**config.mk**
```make
export PLATFORM = sky130hd
export DESIGN_NAME = quadratic_curve_flattener_unit
export DESIGN_NICKNAME = d
export VERILOG_FILES = /design/src/rtl/qcf_pkg.sv /design/src/rtl/quadratic_curve_flattener_unit.sv /design/src/rtl/qcf_front.sv /design/src/rtl/qcf_queue.sv /design/src/rtl/qcf_back.sv
export SDC_FILE = /design/constraint.sdc
export NUM_CORES = 2
export LEC_CHECK = 0
export BUFFER_PORTS_ARGS = -buffer_cell sky130_fd_sc_hd__buf_2
export CAP_MARGIN = 10
export CELL_PAD_IN_SITES_DETAIL_PLACEMENT = 0
export CELL_PAD_IN_SITES_GLOBAL_PLACEMENT = 1
export CORE_UTILIZATION = 52
export DETAILED_ROUTE_END_ITERATION = 8
export PLACE_DENSITY_LB_ADDON = 0.1
export SYNTH_ARGS = -nofsm -noshare
export SYNTH_HDL_FRONTEND = slang
export SYNTH_SLANG_ARGS = --single-unit
```
**constraint.sdc**
```tcl
create_clock -name i_clk -period 18.3 [get_ports i_clk]
set_input_delay 2.745 -clock i_clk [delete_from_list [all_inputs] [get_ports i_clk]]
set_output_delay 2.745 -clock i_clk [all_outputs]
set_load 0.05 [all_outputs]
```
**src/rtl/qcf_pkg.sv**
```systemverilog
// ----------------------------------------------------------------------------
// qcf_pkg
// Shared types and constants of the quadratic curve flattener.
// ----------------------------------------------------------------------------
package qcf_pkg;

    // segment count register and segment index widths
    localparam int CNT_W = 7;
    localparam int IDX_W = 6;

    // t is unsigned Q1.16, one whole bit above sixteen fraction bits
    localparam int T_W        = 17;
    localparam int T_FRAC     = 16;
    localparam int T_HALF     = 32768;
    localparam logic [T_W-1:0] T_ONE = 17'h10000;

    // remainder of the step division stays below the segment count
    localparam int REM_W = 7;

    // one quotient bit is produced per divider step
    localparam int DIV_STEPS = T_W;
    localparam int DIV_CNT_W = 5;

    localparam logic [CNT_W-1:0] DEFAULT_SEGMENTS = 7'd20;

    // coordinates of one curve, in input order
    localparam int NUM_COORDS = 6;
    localparam int CRD_SX = 0;
    localparam int CRD_SY = 1;
    localparam int CRD_CX = 2;
    localparam int CRD_CY = 3;
    localparam int CRD_EX = 4;
    localparam int CRD_EY = 5;

    // per curve t stepping: t advances by q0 + r0/n each segment
    typedef struct packed {
        logic [CNT_W-1:0] n;
        logic [T_W-1:0]   q0;
        logic [REM_W-1:0] r0;
    } t_step;

    localparam int STEP_W = $bits(t_step);

endpackage

```
**src/rtl/quadratic_curve_flattener_unit.sv**
```systemverilog
// ----------------------------------------------------------------------------
// quadratic_curve_flattener_unit
// Splits a quadratic curve into straight line segments by nested linear
// interpolation in Q12.4 coordinates.
// ----------------------------------------------------------------------------
// A curve is taken when start is high and busy low; the front then works
// out the t step with a one-bit-per-cycle divider and hands the curve to a
// two-entry queue, so busy stays high through the divide and the hand-over,
// longer while the queue is full. Up to three curves may be held while the
// back end is working. The back end takes a load state per curve, then one
// state for each of the three interpolations of a segment, which share one
// multiplier per axis. Each segment appears on the outputs for exactly one
// cycle with o_valid high and is never repeated: the receiver must take it
// then. Each segment of a curve runs through B_L1, B_L2 and B_L3 in turn.
module quadratic_curve_flattener_unit #(
    parameter int COORD_WIDTH  = 16,
    parameter int MAX_SEGMENTS = 64
) (
    input  logic                             i_clk,
    input  logic                             i_rst_n,
    input  logic                             start,
    output logic                             busy,
    input  logic                             i_cfg_valid,
    output logic                             o_cfg_ready,
    input  logic [qcf_pkg::CNT_W-1:0]        i_cfg_data,
    input  logic signed [COORD_WIDTH-1:0]    i_start_x,
    input  logic signed [COORD_WIDTH-1:0]    i_start_y,
    input  logic signed [COORD_WIDTH-1:0]    i_control_x,
    input  logic signed [COORD_WIDTH-1:0]    i_control_y,
    input  logic signed [COORD_WIDTH-1:0]    i_end_x,
    input  logic signed [COORD_WIDTH-1:0]    i_end_y,
    output logic                             o_valid,
    output logic signed [COORD_WIDTH-1:0]    o_from_x,
    output logic signed [COORD_WIDTH-1:0]    o_from_y,
    output logic signed [COORD_WIDTH-1:0]    o_to_x,
    output logic signed [COORD_WIDTH-1:0]    o_to_y,
    output logic [qcf_pkg::IDX_W-1:0]        o_segment_index,
    output logic                             o_last_segment
);

    localparam int PTS_W = qcf_pkg::NUM_COORDS * COORD_WIDTH;
    localparam int Q_W   = PTS_W + qcf_pkg::STEP_W;

    logic [qcf_pkg::NUM_COORDS-1:0][COORD_WIDTH-1:0]    in_pts;
    logic [qcf_pkg::NUM_COORDS-1:0][COORD_WIDTH-1:0]    f_pts;
    logic [qcf_pkg::NUM_COORDS-1:0][COORD_WIDTH-1:0]    b_pts;
    qcf_pkg::t_step                                     f_step;
    qcf_pkg::t_step                                     b_step;
    logic                                               q_push;
    logic                                               q_pop;
    logic                                               q_full;
    logic                                               q_empty;
    logic [Q_W-1:0]                                     q_wdata;
    logic [Q_W-1:0]                                     q_rdata;
    logic [COORD_WIDTH-1:0]                             from_x, from_y, to_x, to_y;

    assign in_pts[qcf_pkg::CRD_SX] = i_start_x;
    assign in_pts[qcf_pkg::CRD_SY] = i_start_y;
    assign in_pts[qcf_pkg::CRD_CX] = i_control_x;
    assign in_pts[qcf_pkg::CRD_CY] = i_control_y;
    assign in_pts[qcf_pkg::CRD_EX] = i_end_x;
    assign in_pts[qcf_pkg::CRD_EY] = i_end_y;

    // accept curves and prepare the t step
    qcf_front #(
        .COORD_WIDTH  (COORD_WIDTH),
        .MAX_SEGMENTS (MAX_SEGMENTS)
    ) u_front (
        .i_clk       (i_clk),
        .i_rst_n     (i_rst_n),
        .start       (start),
        .busy        (busy),
        .i_cfg_valid (i_cfg_valid),
        .o_cfg_ready (o_cfg_ready),
        .i_cfg_data  (i_cfg_data),
        .i_points    (in_pts),
        .i_q_full    (q_full),
        .o_push      (q_push),
        .o_points    (f_pts),
        .o_step      (f_step)
    );

    // buffer prepared curves
    assign q_wdata = {f_pts, f_step};

    qcf_queue #(
        .WIDTH (Q_W)
    ) u_queue (
        .i_clk   (i_clk),
        .i_rst_n (i_rst_n),
        .i_push  (q_push),
        .i_data  (q_wdata),
        .o_full  (q_full),
        .i_pop   (q_pop),
        .o_empty (q_empty),
        .o_data  (q_rdata)
    );

    assign b_pts  = q_rdata[Q_W-1:qcf_pkg::STEP_W];
    assign b_step = q_rdata[qcf_pkg::STEP_W-1:0];

    // evaluate and emit segments
    qcf_back #(
        .COORD_WIDTH (COORD_WIDTH)
    ) u_back (
        .i_clk           (i_clk),
        .i_rst_n         (i_rst_n),
        .i_q_empty       (q_empty),
        .o_pop           (q_pop),
        .i_points        (b_pts),
        .i_step          (b_step),
        .o_valid         (o_valid),
        .o_from_x        (from_x),
        .o_from_y        (from_y),
        .o_to_x          (to_x),
        .o_to_y          (to_y),
        .o_segment_index (o_segment_index),
        .o_last_segment  (o_last_segment)
    );

    assign o_from_x = from_x;
    assign o_from_y = from_y;
    assign o_to_x   = to_x;
    assign o_to_y   = to_y;

`ifndef NO_ASSERTIONS
    // the queue is never written while full
    a_no_overflow: assert property (@(posedge i_clk) disable iff (!i_rst_n)
        q_push |-> !q_full)
        else $error("curve queue written while full");

    // a taken curve keeps the front busy while it divides
    a_busy_after_start: assert property (@(posedge i_clk) disable iff (!i_rst_n)
        (start && !busy) |=> busy)
        else $error("front took a curve but did not go busy");

    // segment strobes never fall on consecutive cycles
    a_strobe_spacing: assert property (@(posedge i_clk) disable iff (!i_rst_n)
        o_valid |=> !o_valid)
        else $error("segment strobes on consecutive cycles");

    // a segment that is not the last of its curve is followed by the next one
    a_segment_cadence: assert property (@(posedge i_clk) disable iff (!i_rst_n)
        (o_valid && !o_last_segment) |=> ##2 o_valid)
        else $error("next segment of a curve not emitted on time");
`endif

endmodule

```
**src/rtl/qcf_front.sv**
```systemverilog
// ----------------------------------------------------------------------------
// qcf_front
// Accepts a curve, clamps the segment count and works out the t step
// 65536 / n with a restoring divider, then pushes the curve to the queue.
// ----------------------------------------------------------------------------
module qcf_front #(
    parameter int COORD_WIDTH  = 16,
    parameter int MAX_SEGMENTS = 64
) (
    input  logic                                                i_clk,
    input  logic                                                i_rst_n,
    input  logic                                                start,
    output logic                                                busy,
    input  logic                                                i_cfg_valid,
    output logic                                                o_cfg_ready,
    input  logic [qcf_pkg::CNT_W-1:0]                           i_cfg_data,
    input  logic [qcf_pkg::NUM_COORDS-1:0][COORD_WIDTH-1:0]     i_points,
    input  logic                                                i_q_full,
    output logic                                                o_push,
    output logic [qcf_pkg::NUM_COORDS-1:0][COORD_WIDTH-1:0]     o_points,
    output qcf_pkg::t_step                                      o_step
);

    typedef enum logic [2:0] {
        F_IDLE = 3'b001,
        F_DIV  = 3'b010,
        F_PUSH = 3'b100
    } t_front_state;

    t_front_state                                       r_state, n_state;
    logic [qcf_pkg::CNT_W-1:0]                          r_seg;
    logic [qcf_pkg::CNT_W-1:0]                          r_n;
    logic [qcf_pkg::T_W-1:0]                            r_dvd;
    logic [qcf_pkg::REM_W-1:0]                          r_rem;
    logic [qcf_pkg::DIV_CNT_W-1:0]                      r_cnt;
    logic [qcf_pkg::NUM_COORDS-1:0][COORD_WIDTH-1:0]    r_pts;
    logic [qcf_pkg::CNT_W-1:0]                          n_clamped;
    logic [qcf_pkg::REM_W:0]                            rem_sh;
    logic                                               rem_ge;
    logic                                               accept;

    assign accept      = start && (r_state == F_IDLE);
    assign busy        = (r_state != F_IDLE);
    assign o_cfg_ready = 1'b1;

    // clamp the segment count into one..MAX_SEGMENTS
    always_comb begin
        if (r_seg == '0) begin
            n_clamped = qcf_pkg::CNT_W'(1);
        end else if (r_seg > qcf_pkg::CNT_W'(MAX_SEGMENTS)) begin
            n_clamped = qcf_pkg::CNT_W'(MAX_SEGMENTS);
        end else begin
            n_clamped = r_seg;
        end
    end

    // one restoring divider step: bring down the next dividend bit
    assign rem_sh = {r_rem, r_dvd[qcf_pkg::T_W-1]};
    assign rem_ge = (rem_sh >= {1'b0, r_n});

    // sequence accept, divide and push
    always_comb begin
        n_state = r_state;
        unique case (r_state)
            F_IDLE: begin
                if (start) begin
                    n_state = F_DIV;
                end
            end
            F_DIV: begin
                if (r_cnt == qcf_pkg::DIV_CNT_W'(qcf_pkg::DIV_STEPS - 1)) begin
                    n_state = F_PUSH;
                end
            end
            F_PUSH: begin
                if (!i_q_full) begin
                    n_state = F_IDLE;
                end
            end
            default: n_state = F_IDLE;
        endcase
    end

    // hold the segment count register
    always_ff @(posedge i_clk) begin
        if (!i_rst_n) begin
            r_seg <= qcf_pkg::DEFAULT_SEGMENTS;
        end else if (i_cfg_valid) begin
            r_seg <= i_cfg_data;
        end
    end

    always_ff @(posedge i_clk) begin
        if (!i_rst_n) begin
            r_state <= F_IDLE;
        end else begin
            r_state <= n_state;
        end
    end

    // capture the curve and run the divider
    always_ff @(posedge i_clk) begin
        if (accept) begin
            r_pts <= i_points;
            r_n   <= n_clamped;
            r_dvd <= qcf_pkg::T_ONE;
            r_rem <= '0;
            r_cnt <= '0;
        end else if (r_state == F_DIV) begin
            r_dvd <= {r_dvd[qcf_pkg::T_W-2:0], rem_ge};
            r_rem <= rem_ge ? qcf_pkg::REM_W'(rem_sh - {1'b0, r_n})
                            : qcf_pkg::REM_W'(rem_sh);
            r_cnt <= r_cnt + qcf_pkg::DIV_CNT_W'(1);
        end
    end

    assign o_push     = (r_state == F_PUSH) && !i_q_full;
    assign o_points   = r_pts;
    assign o_step.n   = r_n;
    assign o_step.q0  = r_dvd;
    assign o_step.r0  = r_rem;

endmodule

```
**src/rtl/qcf_queue.sv**
```systemverilog
// ----------------------------------------------------------------------------
// qcf_queue
// Two-entry queue of prepared curves between front and back.
// ----------------------------------------------------------------------------
module qcf_queue #(
    parameter int WIDTH = 8
) (
    input  logic             i_clk,
    input  logic             i_rst_n,
    input  logic             i_push,
    input  logic [WIDTH-1:0] i_data,
    output logic             o_full,
    input  logic             i_pop,
    output logic             o_empty,
    output logic [WIDTH-1:0] o_data
);

    localparam int DEPTH = 2;
    localparam int PTR_W = $clog2(DEPTH);
    localparam int CNT_W = $clog2(DEPTH + 1);

    logic [WIDTH-1:0] r_mem [DEPTH];
    logic [PTR_W-1:0] r_wp;
    logic [PTR_W-1:0] r_rp;
    logic [CNT_W-1:0] r_cnt;

    assign o_full  = (r_cnt == CNT_W'(DEPTH));
    assign o_empty = (r_cnt == '0);
    assign o_data  = r_mem[r_rp];

    // store pushed beats
    always_ff @(posedge i_clk) begin
        if (i_push) begin
            r_mem[r_wp] <= i_data;
        end
    end

    // advance pointers and fill count
    always_ff @(posedge i_clk) begin
        if (!i_rst_n) begin
            r_wp  <= '0;
            r_rp  <= '0;
            r_cnt <= '0;
        end else begin
            if (i_push) begin
                r_wp <= r_wp + PTR_W'(1);
            end
            if (i_pop) begin
                r_rp <= r_rp + PTR_W'(1);
            end
            if (i_push && !i_pop) begin
                r_cnt <= r_cnt + CNT_W'(1);
            end else if (i_pop && !i_push) begin
                r_cnt <= r_cnt - CNT_W'(1);
            end
        end
    end

endmodule

```
**src/rtl/qcf_back.sv**
```systemverilog
// ----------------------------------------------------------------------------
// qcf_back
// Walks a queued curve segment by segment: three interpolations per point
// on one multiplier per axis, then emits the segment for one cycle.
// ----------------------------------------------------------------------------
module qcf_back #(
    parameter int COORD_WIDTH = 16
) (
    input  logic                                            i_clk,
    input  logic                                            i_rst_n,
    input  logic                                            i_q_empty,
    output logic                                            o_pop,
    input  logic [qcf_pkg::NUM_COORDS-1:0][COORD_WIDTH-1:0] i_points,
    input  qcf_pkg::t_step                                  i_step,
    output logic                                            o_valid,
    output logic [COORD_WIDTH-1:0]                          o_from_x,
    output logic [COORD_WIDTH-1:0]                          o_from_y,
    output logic [COORD_WIDTH-1:0]                          o_to_x,
    output logic [COORD_WIDTH-1:0]                          o_to_y,
    output logic [qcf_pkg::IDX_W-1:0]                       o_segment_index,
    output logic                                            o_last_segment
);

    localparam int CW    = COORD_WIDTH;
    localparam int PW    = CW + qcf_pkg::T_W + 2;
    localparam int LANES = 2;

    typedef enum logic [3:0] {
        B_IDLE = 4'b0001,
        B_L1   = 4'b0010,
        B_L2   = 4'b0100,
        B_L3   = 4'b1000
    } t_back_state;

    t_back_state                                        r_state, n_state;
    logic [qcf_pkg::NUM_COORDS-1:0][CW-1:0]             r_pts;
    logic [qcf_pkg::CNT_W-1:0]                          r_n;
    logic [qcf_pkg::T_W-1:0]                            r_q0;
    logic [qcf_pkg::REM_W-1:0]                          r_r0;
    logic [qcf_pkg::T_W-1:0]                            r_t;
    logic [qcf_pkg::REM_W-1:0]                          r_rem;
    logic [qcf_pkg::IDX_W-1:0]                          r_idx;
    logic [CW-1:0]                                      r_l1   [LANES];
    logic [CW-1:0]                                      r_l2   [LANES];
    logic [CW-1:0]                                      r_prev [LANES];

    logic [CW-1:0]                                      la     [LANES];
    logic [CW-1:0]                                      lb     [LANES];
    logic signed [CW:0]                                 ldiff  [LANES];
    logic signed [PW-1:0]                               lprod  [LANES];
    logic signed [PW-1:0]                               lsum   [LANES];
    logic [CW-1:0]                                      lres   [LANES];
    logic signed [qcf_pkg::T_W:0]                       t_s;
    logic [qcf_pkg::REM_W:0]                            rem_sum;
    logic                                               rem_wrap;
    logic                                               is_last;

    assign o_pop   = (r_state == B_IDLE) && !i_q_empty;
    assign t_s     = $signed({1'b0, r_t});
    assign is_last = ({1'b0, r_idx} + qcf_pkg::CNT_W'(1)) == r_n;

    // interpolate a toward b by t on each axis, rounding to nearest
    always_comb begin
        for (int k = 0; k < LANES; k++) begin
            unique case (r_state)
                B_L1: begin
                    la[k] = r_pts[qcf_pkg::CRD_SX + k];
                    lb[k] = r_pts[qcf_pkg::CRD_CX + k];
                end
                B_L2: begin
                    la[k] = r_pts[qcf_pkg::CRD_CX + k];
                    lb[k] = r_pts[qcf_pkg::CRD_EX + k];
                end
                default: begin
                    la[k] = r_l1[k];
                    lb[k] = r_l2[k];
                end
            endcase
            ldiff[k] = $signed({lb[k][CW-1], lb[k]}) - $signed({la[k][CW-1], la[k]});
            lprod[k] = ldiff[k] * t_s;
            lsum[k]  = lprod[k] + $signed(PW'(qcf_pkg::T_HALF));
            lres[k]  = la[k] + lsum[k][CW+qcf_pkg::T_FRAC-1:qcf_pkg::T_FRAC];
        end
    end

    // step t by q0 and carry the remainder into the next whole unit
    assign rem_sum  = {1'b0, r_rem} + {1'b0, r_r0};
    assign rem_wrap = (rem_sum >= {1'b0, r_n});

    always_comb begin
        n_state = r_state;
        unique case (r_state)
            B_IDLE: begin
                if (!i_q_empty) begin
                    n_state = B_L1;
                end
            end
            B_L1: n_state = B_L2;
            B_L2: n_state = B_L3;
            B_L3: n_state = is_last ? B_IDLE : B_L1;
            default: n_state = B_IDLE;
        endcase
    end

    always_ff @(posedge i_clk) begin
        if (!i_rst_n) begin
            r_state <= B_IDLE;
            o_valid <= 1'b0;
        end else begin
            r_state <= n_state;
            o_valid <= (r_state == B_L3);
        end
    end

    // load a curve, hold partial results, advance the segment
    always_ff @(posedge i_clk) begin
        unique case (r_state)
            B_IDLE: begin
                if (!i_q_empty) begin
                    r_pts     <= i_points;
                    r_n       <= i_step.n;
                    r_q0      <= i_step.q0;
                    r_r0      <= i_step.r0;
                    r_t       <= i_step.q0;
                    r_rem     <= i_step.r0;
                    r_idx     <= '0;
                    r_prev[0] <= i_points[qcf_pkg::CRD_SX];
                    r_prev[1] <= i_points[qcf_pkg::CRD_SY];
                end
            end
            B_L1: begin
                for (int k = 0; k < LANES; k++) begin
                    r_l1[k] <= lres[k];
                end
            end
            B_L2: begin
                for (int k = 0; k < LANES; k++) begin
                    r_l2[k] <= lres[k];
                end
            end
            B_L3: begin
                for (int k = 0; k < LANES; k++) begin
                    r_prev[k] <= lres[k];
                end
                o_from_x        <= r_prev[0];
                o_from_y        <= r_prev[1];
                o_to_x          <= lres[0];
                o_to_y          <= lres[1];
                o_segment_index <= r_idx;
                o_last_segment  <= is_last;
                r_idx           <= r_idx + qcf_pkg::IDX_W'(1);
                r_t             <= r_t + r_q0 + qcf_pkg::T_W'(rem_wrap);
                r_rem           <= rem_wrap ? qcf_pkg::REM_W'(rem_sum - {1'b0, r_n})
                                            : qcf_pkg::REM_W'(rem_sum);
            end
            default: begin
                r_idx <= r_idx;
            end
        endcase
    end

endmodule
```
* Yosys cells after proc, flatten, opt, wreduce, memory -nomap -nowiden
Memory sizes are Yosys's and may differ from the RTL's. A register that Yosys moved wholly into a read port is not among the register bits. Index checks and enable logic that the tools add are counted.
Operators by class: magnitude comparators 3, muxes and demuxes 37, bitwise operators 3, multiply operators 2, reduce and logical (&&, ||, !) cells 17, add/subtract/negate cells 18, eq/ne operators 15
Operators by type and width (number):
- 16-bit case mux with 2 select lines | 4
- 32-bit by 17-bit adder with 32-bit output (second input constant) | 2
- 17-bit by 18-bit multiplier with 32-bit output | 2
- 17-bit case mux with 2 select lines | 1
- 16-bit by 16-bit subtractor with 17-bit output | 2
- 16-bit adder | 2
- 16-bit 2-to-1 mux | 2
- 7-bit 2-to-1 mux | 4
- 17-bit by 1-bit adder with 17-bit output | 1
- 17-bit adder | 1
- 17-bit 2-to-1 mux | 1
- 8-bit by 7-bit >= comparator with 1-bit output | 2
- 4-bit case mux with 4 select lines | 1
- 7-bit case mux with 2 select lines | 1
- 7-bit subtractor | 2
- 1-bit 2-to-1 mux | 13
- 6-bit case mux with 2 select lines | 1
- 3-bit 2-to-1 mux | 3
- 3-bit case mux with 3 select lines | 1
- 7-bit by 7-bit adder with 8-bit output | 1
- 6-bit by 1-bit adder with 7-bit output (second input constant) | 1
- 7-bit equality test | 1
- 7-bit > comparator (second input constant) | 1
- 7-bit zero test | 1
- 29 further kinds | 44
Word-level totals: bits of input ports 107, memories kept 4, word-level logic and storage cells 133, bits in writable memories 350, register bits 347, output and inout bits 74
Memories:
- u_queue.r_mem | depth 2, bits a word 127, read ports 1, clocked after Yosys merged registers in 1, write ports 1, line qcf_queue.sv:22 | logic [WIDTH-1:0] r_mem [DEPTH];
- u_back.r_l1 | depth 2, bits a word 16, read ports 2, clocked after Yosys merged registers in 0, write ports 2, line qcf_back.sv:43 | logic [CW-1:0] r_l1 [LANES];
- u_back.r_l2 | depth 2, bits a word 16, read ports 2, clocked after Yosys merged registers in 0, write ports 2, line qcf_back.sv:44 | logic [CW-1:0] r_l2 [LANES];
- u_back.r_prev | depth 2, bits a word 16, read ports 2, clocked after Yosys merged registers in 2, write ports 2, line qcf_back.sv:45 | logic [CW-1:0] r_prev [LANES];

* Depth between registers and ports, before layout
depth after elaboration 7, depth in mapped cells 54, mapped depth without buffers 49

* Hierarchy
A second synthesis with hierarchy kept.
Second synthesis, totals: cell total of the unflattened synthesis 4516, area total of the unflattened synthesis 50921.3 µm²
Modules (own cells, without submodules):
- qcf_back | area an instance 36412.4 µm², instances 1, cells an instance 3761, seq. area each 9829.4 µm²
- qcf_queue | area an instance 9489.1 µm², instances 1, cells an instance 417, seq. area each 7727.4 µm²
- qcf_front | area an instance 5019.8 µm², instances 1, cells an instance 338, seq. area each 3873.7 µm²

* Worst setup path after synthesis
OpenSTA, ideal clock, no wires.
path type register -> register, from register u_front.r_state[1], to register u_queue.r_wp, required time 18187 ps, clock period less this slack 13589 ps, cell stages (with the launch flop) 3, library setup time 113 ps, arrival 13476 ps, buffers on the path 0, setup slack 4711 ps, cell sequence dfxtp_1 nor4_1 o21a_1
On the way: word-level cells in the longest chain between the ends 2
RTL lines:
- start: declaration | line qcf_front.sv:30 | t_front_state r_state, n_state;
- start signal: assignment | line qcf_front.sv:97 | r_state <= n_state;
- 3-bit equality test | line qcf_front.sv:117 | assign o_push = (r_state == F_PUSH) && !i_q_full;
- 1-bit logical AND | line qcf_front.sv:117
- end signal: assignment | line qcf_queue.sv:46 | r_wp <= r_wp + PTR_W'(1);
- end: declaration | line qcf_queue.sv:23 | logic [PTR_W-1:0] r_wp;
No other way between the ends. A chain may end at the register's enable or synchronous reset.

==> out/results.ini <==
[drt]
wl_per_cell_um=20.3
detail_route.vias_per_cell=5.43
dr_total_vias=31800
firstDrtPassIters=7
drc_errors=0
ant_nets=0
drt-total-wl_mm=119
drtIter0Drc=2313

[synthesis]
yosysWarnings=0
synth_edf_count=681
async_flop_share=0
synth_fp_nets=5265
ys_seq_area_frac=0.430
ys_types=83
synth_seq_cells=730
ys_top_cells_by_area=edfxtp_1 (41%), fa_1 (18%), ha_1 (7.7%)
ys.flop_type=edfxtp_1
netlist.area_leader.share=0.410
syn_area_sq_um=49800
avgSynthCellArea_sq_um=11.3
postSynthCellCount=4395
yosys.area.top_type=edfxtp_1

[clock_network]
cts_resized=0
htreeDepth=3
clockBufferDepth=3
numCtsBuffers=72
clock_latency_ns=0.63
cts.sinks=730
post_cts_buffers=0
root_buffer=clkbuf_16
hold_buffers=0
clk_pin_slew_ns=0.06
cts_tree=done

[worst_setup_path]
slowest_stage=buf_4
crit_path_max_fanout=71
crit_arrival_ns=13.79
worstSetupPathType=flop to flop
setup.worst_path.end_class=flop
crit_path_start=u_back.r_state[2]
max_stage_delay_ns=0.62
cpMostUsedCell=fa_1
critPathLaunchType=flop
r2r-start=u_back.r_state[2]
crit_end=u_back.r_prev[0][15]
reg2regPathDepth=46
worstPathRequired_ns=18.65
reg2reg_to=u_back.r_prev[0][15]
rrSetupSlack_ns=4.87

[layout]
nFillCells=8146
layout_commonest_cell=edfxtp_1
drive_above_1_share=0.120
finish.utilization=0.573
final_nets=5402
areaGrowthSynthToFinish_pct=9.35
final_cell_mix=edfxtp_1 (681), inv_1 (679), fa_1 (457)

[run_status]
outcome=completed

[sta]
setup_viol_count_final=0
rsz0062_at_grt=no
drv_slew=0
fin_crit_ns=13.43
clock_skew_ns=0.0356
fmax_mhz=74.4
setup_tns_ns=0
relSlewSlack=0.223
min_period_over_period=0.734
tightest_slew_ns=1.16
finalHoldViolations=0

[floorplanning]
die_h_um=312
num_io_pins=181
die_w_um=312
coreArea_sq_um=95000
rows=113
initial_core_util=0.524
die-area_sq_um=97000

[worst_hold_path]
hold_start=u_back.r_prev[0][6]
hp-class=flop to flop

[grt]
grt_pass1_wl_mm=187
grt_max_degree=80
grt_usage=0.251
grt.overflow.total=0
met2_usage=0.382
busiest_layer=met2
grt_use_met1=0.370
antenna_found_initial=11
grt_use_met3=0.0410
grt_pass1_vias=32200

[place]
gp_congestion=0.876
dpl.hpwl_mm=85.8
io_buffers=179

[job]
drv_cap=0

## layout make-up
| class | count | area (sq um) | share of cell area |
|---|---|---|---|
| Antenna cell | 5 | 12.5 | 0.000230 |
| Clock buffer | 96 | 1960 | 0.0360 |
| Clock inverter | 34 | 305 | 0.00560 |
| Inverter | 682 | 2570 | 0.0471 |
| Multi-Input combinational cell | 2801 | 25200 | 0.463 |
| Sequential cell | 730 | 21400 | 0.394 |
| Tap cell | 1265 | 1580 | 0.0291 |
| Timing Repair Buffer | 245 | 1390 | 0.0255 |
## cells in the mapped netlist (41+ instances only)
library cell,instances
dfxtp_1,49
o21ai_0,89
and2_1,208
nand2_1,437
nor2b_1,55
nor3_1,41
nor2_1,274
clkbuf_1,158
a21oi_1,194
fa_1,457
mux2_2,138
a21o_1,56
ha_1,306
xnor2_1,92
edfxtp_1,681
o22ai_1,76
inv_1,682
## state kept, by name (all words and copies together) (netlist names), 16 cells and up, named ones only
name / flops
o_from_x: 16
u_back.r_pts: 96
o_from_y: 16
u_back.r_t: 17
u_queue.r_mem: 254
u_back.r_l1: 32
u_back.r_l2: 32
u_front.r_dvd: 17
u_back.r_q0: 17
u_back.o_to_y: 16
u_back.o_to_x: 16
u_back.r_prev: 32
u_front.o_points: 96
## worst min-delay path by stage
stage               cells after the start           end
finish                                  0   o_from_x[6]
global route                            0   o_from_x[2]
CTS                                     0   o_from_x[5]
detailed placement                      0  o_from_x[12]
global placement                        0   o_from_x[2]
floorplan                               0   o_from_x[0]
## critical path, delay by kind of cell, from the launching register on
family / cells / cell delay (ns)
flip-flops: 1 / 0.53
AND/OR/NAND/NOR: 12 / 2.84
adder cells (fa/ha/maj): 9 / 4.01
multiplexers: 1 / 0.28
XOR/XNOR: 2 / 0.56
AO/OA/AOI/OAI: 16 / 3.74
buffers and inverters: 6 / 1.17
## kinds of logic after synthesis
kind of cell / share of synthesized area
AO/OA/AOI/OAI: 0.0755
XOR/XNOR: 0.0244
adder cells (fa/ha/maj): 0.261
buffers and inverters: 0.0654
flip-flops: 0.430
multiplexers: 0.0332
other: 0.0000753
AND/OR/NAND/NOR: 0.110
## stage by stage
| stage | cell area, sq um | instances | setup WS (ns) | hold slack (ns) |
|---|---|---|---|---|
| 3_3_place_gp | 52200 | 5723 | 5.27 | 0.401 |
| 3_5_place_dp | 52200 | 5723 | 4.95 | 0.405 |
| 4_1_cts | 54500 | 5853 | 4.91 | 0.419 |
| 6_report | 54500 | 5858 | 4.87 | 0.415 |
| 2_1_floorplan | 49800 | 4395 | 4.71 | 0.400 |
| 5_1_grt | 54500 | 5857 | 3.97 | 0.423 |
## layer usage
metal  share of wire  vias to the layer above  wire length (um)
met5         0.00058                        -                69
met4           0.027                       12              3230
met3           0.058                      164              6870
met2            0.45                      794             53000
met1            0.47                    15900             55600
li1                -                    14900                 -
Power is left out: the tool's default activity adds up to more than one toggle a clock period on the data nets, which glitch-free logic cannot reach.
